`src/rtl/indexed_list_engine_top_assert.svh`:
```
// Assertion macros shared by the indexed list engine RTL.
// Depends on nothing; the using module supplies clk and rst_n.
`ifndef INDEXED_LIST_ENGINE_TOP_ASSERT_SVH
`define INDEXED_LIST_ENGINE_TOP_ASSERT_SVH
`ifndef NO_ASSERTIONS
`define ILE_ASSERT(label, prop, msg) \
    label: assert property (@(posedge clk) disable iff (!rst_n) prop) else $error(msg);
`define ILE_NEVER(label, cond, msg) \
    label: assert property (@(posedge clk) disable iff (!rst_n) !(cond)) else $error(msg);
`else
`define ILE_ASSERT(label, prop, msg)
`define ILE_NEVER(label, cond, msg)
`endif
`endif

```
`src/rtl/ile_pkg.sv`:
```
// Shared types and constants of the indexed list engine.
// Used by the list cell, the priority encoder and the top level.
package ile_pkg;

    localparam int DEPTH       = 16;
    localparam int DATA_WIDTH  = 32;
    localparam int POS_W       = 5;
    localparam int IDX_W       = $clog2(DEPTH);
    localparam int CNT_W       = $clog2(DEPTH + 1);
    localparam int CMP_W       = (CNT_W > POS_W) ? CNT_W : POS_W;
    localparam int IN_TDATA_W  = 40;
    localparam int OUT_TDATA_W = 48;

    typedef enum logic [2:0] {
        CMD_INSERT  = 3'd0,
        CMD_REMOVE  = 3'd1,
        CMD_SEARCH  = 3'd2,
        CMD_SELECT  = 3'd3,
        CMD_REPLACE = 3'd4
    } ile_cmd_t;

    typedef struct packed {
        logic                  do_insert;
        logic                  do_remove;
        logic                  do_replace;
        logic [CMP_W-1:0]      pos;
        logic [CMP_W-1:0]      count;
        logic [DATA_WIDTH-1:0] data;
    } ile_bcast_t;

endpackage

```
`src/rtl/ile_cell.sv`:
```
// One list entry: holds a value, shifts with its neighbors and reports a match.
// Depends on ile_pkg.
module ile_cell
    import ile_pkg::*;
(
    input  logic                  clk,
    input  ile_bcast_t            bcast,
    input  logic [CMP_W-1:0]      idx,
    input  logic [DATA_WIDTH-1:0] left_val,
    input  logic [DATA_WIDTH-1:0] right_val,
    output logic [DATA_WIDTH-1:0] val,
    output logic                  hit
);

    logic [DATA_WIDTH-1:0] val_reg;
    logic [DATA_WIDTH-1:0] val_next;

    always_comb
    begin
        val_next = val_reg;
        if (bcast.do_insert)
        begin
            if (idx > bcast.pos)
            begin
                val_next = left_val;
            end
            else if (idx == bcast.pos)
            begin
                val_next = bcast.data;
            end
        end
        else if (bcast.do_remove)
        begin
            if (idx >= bcast.pos)
            begin
                val_next = right_val;
            end
        end
        else if (bcast.do_replace)
        begin
            if (idx == bcast.pos)
            begin
                val_next = bcast.data;
            end
        end
    end

    always_ff @(posedge clk)
    begin
        val_reg <= val_next;
    end

    assign val = val_reg;
    assign hit = (val_reg == bcast.data) && (idx < bcast.count);

endmodule

```
`src/rtl/ile_prienc.sv`:
```
// Lowest-index priority encoder over the registered match vector of the cells.
// Depends on ile_pkg.
module ile_prienc
    import ile_pkg::*;
(
    input  logic [DEPTH-1:0] hits,
    input  logic [CNT_W-1:0] count,
    output logic [CNT_W-1:0] found
);

    always_comb
    begin
        found = count;
        for (int i = DEPTH - 1; i >= 0; i--)
        begin
            if (hits[i])
            begin
                found = CNT_W'(i);
            end
        end
    end

endmodule

```
`src/rtl/indexed_list_engine_top.sv`:
```
// Top level of the indexed list engine: command decode, the row of list cells,
// the result stage and the output register.
// Depends on ile_pkg, ile_cell, ile_prienc and indexed_list_engine_top_assert.svh.
//
// Usage: each command word enters on the slave stream. tuser carries the
// command code (insert, remove, search, select, replace); tdata carries the
// position and the data value. Each command returns exactly one result word
// on the master stream with ok, the selected value, the search position,
// the entry count and the full and empty flags.
// An accepted command passes the middle stage and the output register before its
// result word is valid. The list is a row of cells that shift, overwrite and
// compare in the acceptance cycle; the match vector is encoded in the following
// cycle. A new command word is accepted every cycle while the result side keeps
// up, so throughput is one word per cycle.
// Reset empties the list; the cells themselves are not cleared since only
// entries below the count are ever read. When the receiver stalls, the
// result word holds, one more command completes into the middle stage, and
// then tready drops until the master side drains.
`include "indexed_list_engine_top_assert.svh"
module indexed_list_engine_top
    import ile_pkg::*;
(
    input  logic                   clk,
    input  logic                   rst_n,
    input  logic                   s_axis_tvalid,
    output logic                   s_axis_tready,
    // position[4:0], data_in[36:5], zero fill above.
    input  logic [IN_TDATA_W-1:0]  s_axis_tdata,
    // command[2:0].
    input  logic [2:0]             s_axis_tuser,
    output logic                   m_axis_tvalid,
    input  logic                   m_axis_tready,
    // ok[0], data_out[32:1], found_at[37:33], entries_used[42:38],
    // is_full[43], is_empty[44], zero fill above.
    output logic [OUT_TDATA_W-1:0] m_axis_tdata
);

    logic                  in_acc;
    ile_cmd_t              cmd;
    logic [CMP_W-1:0]      pos_c;
    logic [CMP_W-1:0]      count_c;
    logic [DATA_WIDTH-1:0] data_w;
    logic                  pos_lt;
    logic                  pos_le;
    logic                  not_full;
    logic                  ok_c;
    logic                  ins_c;
    logic                  rem_c;
    logic                  rep_c;
    logic                  sel_c;
    logic                  srch_c;
    ile_bcast_t            bcast;

    logic [CNT_W-1:0]      fill_count_reg;
    logic [CNT_W-1:0]      fill_count_next;

    logic [DATA_WIDTH-1:0] vals [DEPTH];
    logic [DEPTH-1:0]      hits;
    logic [DATA_WIDTH-1:0] rd_c;

    logic                  s1_valid_reg;
    logic                  s1_valid_next;
    logic                  s1_adv;
    logic                  s1_ok_reg;
    logic                  s1_search_reg;
    logic [DATA_WIDTH-1:0] s1_rd_reg;
    logic [DEPTH-1:0]      s1_hits_reg;
    logic [CNT_W-1:0]      s1_count_reg;
    logic [CNT_W-1:0]      found;

    logic                  out_valid_reg;
    logic                  out_valid_next;
    logic [OUT_TDATA_W-1:0] out_tdata_reg;
    logic [OUT_TDATA_W-1:0] out_tdata_next;

    assign in_acc   = s_axis_tvalid && s_axis_tready;
    assign cmd      = ile_cmd_t'(s_axis_tuser);
    assign pos_c    = CMP_W'(s_axis_tdata[POS_W-1:0]);
    assign data_w   = DATA_WIDTH'(s_axis_tdata[36:5]);
    assign count_c  = CMP_W'(fill_count_reg);
    assign pos_lt   = pos_c < count_c;
    assign pos_le   = pos_c <= count_c;
    assign not_full = fill_count_reg != CNT_W'(DEPTH);

    always_comb
    begin
        ok_c   = 1'b0;
        ins_c  = 1'b0;
        rem_c  = 1'b0;
        rep_c  = 1'b0;
        sel_c  = 1'b0;
        srch_c = 1'b0;
        case (cmd)
            CMD_INSERT:
            begin
                ok_c  = not_full && pos_le;
                ins_c = ok_c;
            end
            CMD_REMOVE:
            begin
                ok_c  = pos_lt;
                rem_c = ok_c;
            end
            CMD_SEARCH:
            begin
                ok_c   = 1'b1;
                srch_c = 1'b1;
            end
            CMD_SELECT:
            begin
                ok_c  = pos_lt;
                sel_c = ok_c;
            end
            CMD_REPLACE:
            begin
                ok_c  = pos_lt;
                rep_c = ok_c;
            end
            default:
            begin
                ok_c = 1'b0;
            end
        endcase
    end

    assign bcast.do_insert  = in_acc && ins_c;
    assign bcast.do_remove  = in_acc && rem_c;
    assign bcast.do_replace = in_acc && rep_c;
    assign bcast.pos        = pos_c;
    assign bcast.count      = count_c;
    assign bcast.data       = data_w;

    always_comb
    begin
        fill_count_next = fill_count_reg;
        if (bcast.do_insert)
        begin
            fill_count_next = fill_count_reg + 1'b1;
        end
        else if (bcast.do_remove)
        begin
            fill_count_next = fill_count_reg - 1'b1;
        end
    end

    for (genvar i = 0; i < DEPTH; i++)
    begin : g_cell
        logic [DATA_WIDTH-1:0] left_val;
        logic [DATA_WIDTH-1:0] right_val;

        if (i == 0)
        begin : g_first
            assign left_val = '0;
        end
        else
        begin : g_mid_l
            assign left_val = vals[i-1];
        end

        if (i == DEPTH - 1)
        begin : g_last
            assign right_val = '0;
        end
        else
        begin : g_mid_r
            assign right_val = vals[i+1];
        end

        ile_cell u_cell (
            .clk       (clk),
            .bcast     (bcast),
            .idx       (CMP_W'(i)),
            .left_val  (left_val),
            .right_val (right_val),
            .val       (vals[i]),
            .hit       (hits[i])
        );
    end

    assign rd_c = sel_c ? vals[pos_c[IDX_W-1:0]] : '0;

    assign s1_adv        = s1_valid_reg && (!out_valid_reg || m_axis_tready);
    assign s_axis_tready = !s1_valid_reg || s1_adv;

    always_comb
    begin
        s1_valid_next = s1_valid_reg;
        if (in_acc)
        begin
            s1_valid_next = 1'b1;
        end
        else if (s1_adv)
        begin
            s1_valid_next = 1'b0;
        end
    end

    always_ff @(posedge clk or negedge rst_n)
    begin
        if (!rst_n)
        begin
            fill_count_reg <= '0;
            s1_valid_reg   <= 1'b0;
            out_valid_reg  <= 1'b0;
        end
        else
        begin
            fill_count_reg <= fill_count_next;
            s1_valid_reg   <= s1_valid_next;
            out_valid_reg  <= out_valid_next;
        end
    end

    always_ff @(posedge clk)
    begin
        if (in_acc)
        begin
            s1_ok_reg     <= ok_c;
            s1_search_reg <= srch_c;
            s1_rd_reg     <= rd_c;
            s1_hits_reg   <= hits;
            s1_count_reg  <= fill_count_next;
        end
    end

    ile_prienc u_prienc (
        .hits  (s1_hits_reg),
        .count (s1_count_reg),
        .found (found)
    );

    always_comb
    begin
        out_valid_next = out_valid_reg;
        if (s1_adv)
        begin
            out_valid_next = 1'b1;
        end
        else if (m_axis_tready)
        begin
            out_valid_next = 1'b0;
        end
    end

    assign out_tdata_next = {
        3'b000,
        (s1_count_reg == '0),
        (s1_count_reg == CNT_W'(DEPTH)),
        POS_W'(s1_count_reg),
        s1_search_reg ? POS_W'(found) : POS_W'(0),
        32'(s1_rd_reg),
        s1_ok_reg
    };

    always_ff @(posedge clk)
    begin
        if (s1_adv)
        begin
            out_tdata_reg <= out_tdata_next;
        end
    end

    assign m_axis_tvalid = out_valid_reg;
    assign m_axis_tdata  = out_tdata_reg;

    `ILE_NEVER(a_count_range, fill_count_reg > CNT_W'(DEPTH), "entry count exceeds depth")
    `ILE_ASSERT(a_full_insert_holds, (in_acc && cmd == CMD_INSERT && !not_full) |=> (fill_count_reg == $past(fill_count_reg)), "insert into full list changed count")
    `ILE_ASSERT(a_remove_dec, bcast.do_remove |=> (fill_count_reg == $past(fill_count_reg) - 1'b1), "remove did not decrement count")
    `ILE_ASSERT(a_s1_hold, (s1_valid_reg && !s1_adv) |=> (s1_valid_reg && $stable(s1_hits_reg)), "middle stage lost its word")
    `ILE_NEVER(a_accept_on_stall, in_acc && s1_valid_reg && !s1_adv, "word accepted over a stalled middle stage")

endmodule

```
`config.mk`:
```
export PLATFORM = sky130hd
export DESIGN_NAME = indexed_list_engine_top
export DESIGN_NICKNAME = d
export VERILOG_FILES = /design/src/rtl/ile_pkg.sv /design/src/rtl/ile_cell.sv /design/src/rtl/ile_prienc.sv /design/src/rtl/indexed_list_engine_top.sv
export VERILOG_INCLUDE_DIRS = /design/src /design/src/rtl
export SDC_FILE = /design/constraint.sdc
export NUM_CORES = 2
export LEC_CHECK = 0
export BUFFER_PORTS_ARGS = -buffer_cell sky130_fd_sc_hd__buf_4
export CORE_MARGIN = 3
export CORE_UTILIZATION = 50
export DETAILED_ROUTE_END_ITERATION = 12
export PLACE_DENSITY = 0.67
export RECOVER_POWER = 50
export SYNTH_ARGS = -nofsm -noshare
export SYNTH_HDL_FRONTEND = slang
export SYNTH_SLANG_ARGS = --single-unit
```
`constraint.sdc`:
```
create_clock -name clk -period 4.6 [get_ports clk]
set_input_delay 0.69 -clock clk [delete_from_list [all_inputs] [get_ports clk]]
set_output_delay 0.69 -clock clk [all_outputs]
set_load 0.005 [all_outputs]
```
==> impl_table.tex <==
\begin{tabular}{lr}
\hline
Metric & Value \\
\hline
\multicolumn{2}{l}{\textbf{STA}} \\
\quad Hold Violations, Final & 0 \\
\quad Unrepaired setup endpoints after global routing & false \\
\quad Achievable clock frequency & 0.246 GHz \\
\quad Normalized max-slew margin & -91.0\% \\
\quad Final count of negative-setup-slack endpoints & 0 \\
\quad Max-slew violations & 113 \\
\quad Worst clock skew & 0.0228 ns \\
\quad Smallest setup slack after layout & 0.542 ns \\
\quad Share of the cycle needed by the critical path after routing & 88.2\% \\
\quad Time the final worst path needs with I/O delays and setup & 4.06 ns \\
\quad Pin slew with the least headroom to its limit & 2.86 ns \\
\multicolumn{2}{l}{\textbf{Synth}} \\
\quad Synth warn & 0 \\
\quad Fraction of synthesized cell area taken by the top area cell type & 41.8\% \\
\quad Post-synth cell types & 59 \\
\quad Number of flip-flops and latches in the synthesized netlist & 619 \\
\quad Post-synth design cell area & 44000 µm² \\
\quad Avg Cell Area, Syn & 11.1 µm² \\
\quad Top cells by area in the synthesized netlist & edfxtp\_1 (42\%), mux2i\_1 (12\%), mux4\_2 (8.2\%) \\
\quad Post-Syn Instances & 3968 \\
\quad Most instantiated flip-flop cell in the synthesis netlist & edfxtp\_1 \\
\quad EDFF count, synth & 612 \\
\quad Async set or reset register ratio after synthesis & 1.13\% \\
\quad Top cell type by total area after synthesis & edfxtp\_1 \\
\quad Post-synthesis sequential area ratio & 42.2\% \\
\multicolumn{2}{l}{\textbf{Clock network}} \\
\quad CTS root buffer & clkbuf\_16 \\
\quad Count of clock tree sinks & 619 \\
\quad Reg clk slew, reported paths & 0.06 ns \\
\quad Resized Gates After CTS & 0 \\
\quad Post-CTS setup buffer count & 0 \\
\quad Largest buffer count on any clock path & 3 \\
\quad H-tree depth & 3 \\
\quad Clock tree from TritonCTS & built \\
\quad Clock latency at the later pin of the worst-skew pair & 0.64 ns \\
\quad Total CTS buffers & 76 \\
\multicolumn{2}{l}{\textbf{Route}} \\
\quad Post-detailed-route via-to-cell ratio & 7.17 \\
\quad Via count & 36200 \\
\quad Detail-routed net length per standard cell & 34.2 µm \\
\quad First-pass iteration count of the detailed router & 7 \\
\quad Count of antenna-violating nets left after detailed routing & 0 \\
\quad Detailed Route WL & 173 mm \\
\quad DR DRC count & 0 \\
\quad Starting DRT DRC Count & 6110 \\
\multicolumn{2}{l}{\textbf{Floorplanning}} \\
\quad Initial Utilization & 50.5\% \\
\quad Core ar. & 87000 µm² \\
\quad Top-level I/O count & 97 \\
\quad Die Wd & 303 µm \\
\quad Area of the die & 91500 µm² \\
\quad Site Rows & 108 \\
\quad Vertical die dimension & 303 µm \\
\multicolumn{2}{l}{\textbf{Layout}} \\
\quad Total non-filler cell area in the finished layout & 48300 µm² \\
\quad Most common cell after layout, fill and taps aside & edfxtp\_1 \\
\quad Commonest cells after routing, fill and taps aside & edfxtp\_1 (612), mux2i\_1 (536), a22oi\_1 (449) \\
\quad Fraction of final layout cells with drive strength greater than 1 & 13.5\% \\
\quad Number of flip-flops in the largest register & 512 \\
\quad Post-layout instance count excluding filler cells & 5049 \\
\quad Fin nets & 3881 \\
\quad Final design utilization & 55.5\% \\
\quad Growth of design area from synthesis to finish & 9.79\% \\
\multicolumn{2}{l}{\textbf{GRT}} \\
\quad Gr usage total & 36.8\% \\
\quad Via count of the first global-routing pass & 33200 \\
\quad Antenna violations before repair & 18 \\
\quad Total congestion overflow & 0 \\
\quad Largest net degree at the start of global routing & 107 \\
\quad Global-route wire length before repair & 245 mm \\
\multicolumn{2}{l}{\textbf{Critical path}} \\
\quad Critical path buffer and inverter count & 2 \\
\quad Capturing element type of the critical path & flop \\
\quad Cell type group with the largest total delay on the critical path & buffers and inverters \\
\quad Required time reported for the critical path endpoint & 5.07 ns \\
\quad Slowest cell on the critical path & and4\_2 \\
\quad Startpoint Class & input pin \\
\quad Crit path DAT & 4.53 ns \\
\quad Worst-path fanout max & 29 \\
\quad Critical path's largest stage delay & 1.20 ns \\
\quad Worst setup path category & input pin to flop \\
\quad Sequence of cells on the critical path & clkbuf\_1 > ha\_1 > nor2b\_1 > o2111ai\_1 > and4\_2 > clkbuf\_2 > a22oi\_1 > o21ai\_0 \\
\multicolumn{2}{l}{\textbf{Flow run}} \\
\quad Number of maximum-capacitance constraint violations & 3 \\
\multicolumn{2}{l}{\textbf{Outcome}} \\
\quad Failing checks & max-capacitance violations, max-slew violations \\
\quad Result of the run & finished, violations left \\
\multicolumn{2}{l}{\textbf{Placed design}} \\
\quad Gp weighted congestion & 1.05 \\
\quad Number of buffer cells added on primary ports & 90 \\
\quad Placed Cells & 4902 \\
\quad Pre-CTS setup slack & 0.972 ns \\
\quad Post-DP HPWL & 122 mm \\
\quad Placed Instance Area & 45800 µm² \\
\multicolumn{2}{l}{\textbf{Power and ir drop}} \\
\quad Power density relative to cell area & 362 nW/µm² \\
\quad Power after layout & 17500 µW \\
\quad VDD IR-drop max & 0.000324 V \\
\quad Leakage power figure & 0.0173 µW \\
\multicolumn{2}{l}{\textbf{Worst hold path}} \\
\quad Class of the tightest hold or removal check & input pin to flop \\
\hline
\end{tabular}
[final cells by class]
class / count / area, µm²
flip-flops and latches: 619 / 18600
inverters: 13 / 48.8
well taps: 1155 / 1450
repair buffers: 205 / 1820
diodes: 5 / 12.5
clock inverters: 54 / 648
clock buffers: 87 / 1990
multi-input cells: 2911 / 23800
fillers: 7505 / 38700
[through the flow]
| step | TNS [ns] | hold slack, ns |
|---|---|---|
| 5_1_grt | 0 | 0.254 |
| 6_report | 0 | 0.252 |
| 4_1_cts | 0 | 0.229 |
| 2_1_floorplan | -46.91 | 0.394 |
| 3_3_place_gp | 0 | 0.401 |
| 3_5_place_dp | 0 | 0.405 |
[cell families (layout without fill, tap and decap cells)]
kind of cell | count (synthesis) | in the layout | share of synthesized area, %
AOI/OAI and AO/OA | 1170 | 1170 | 16.3
muxes | 696 | 696 | 20.4
DFF | 619 | 619 | 42.2
and+or+nand+nor | 519 | 519 | 6.04
xor gates and xnor gates | 515 | 515 | 10.3
buffers and inverters | 440 | 359 | 4.59
adders and majority gates | 8 | 8 | 0.228
other | 1 | 8 | 0.00853
[report_power, final]
part	internal [µW]	switching, µW	total [µW]	leakage (µW)
registers	6830	616	7440	0.00572
clock network	3900	2600	6500	0.00127
logic	1220	2330	3550	0.0103
[repair_timing]
action                                  in CTS  in global routing
hold buffers                                 1                  0
endpoints found under the setup margin       0                  0
hold endpoints to repair                     7                  0
[final timing paths]
check	from	to	slack (ns)	cells past startpoint
max	s_axis_tdata[1]	g_cell[8].u_cell.val[18]	0.54	8
min	s_axis_tvalid	s1_valid_reg	0.25	2
max reg2reg	count_c[2]	g_cell[8].u_cell.val[18]	0.84	7
min reg2reg	s1_rd_reg[22]	m_axis_tdata[23]	0.41	0
max in group asynchronous	rst_n	count_c[0]	3.82	2
min in group asynchronous	rst_n	count_c[1]	0.49	2
[metal layers]
layer  GRT usage, %  vias to the layer above  routed length [µm]
met5              0                        -                  13
met4           22.4                        2               12900
li1               -                    15000                   -
met2           54.7                     2828               75300
met3           8.04                      434               21100
met1           49.3                    17900               63200
[worst reg2reg max path: stages (launching register included)]
cell,delay (ns)
dfrtp_1,0.74
inv_1,0.14
ha_1,0.33
o2111ai_1,0.13
and4_2,1.20
clkbuf_2,0.73
a22oi_1,0.21
o21ai_0,0.12
[cell usage after synthesis (10+ instances only)]
library cell and instances:
a22oi_1 449, buf_1 30, buf_6 10, o21ai_0 95
mux4_2 160, nand3_1 27, inv_1 11, o31ai_1 30
xor2_1 314, o21ai_1 404, mux2i_1 536, nor4_1 92
a21oi_1 159, edfxtp_1 612, xnor2_1 201, nand2_1 76
nor3_1 17, buf_2 205, nor2b_1 37, nor2_1 164
nand4_1 59, clkbuf_1 173
Note: power is estimated with default switching activity, not from simulation.
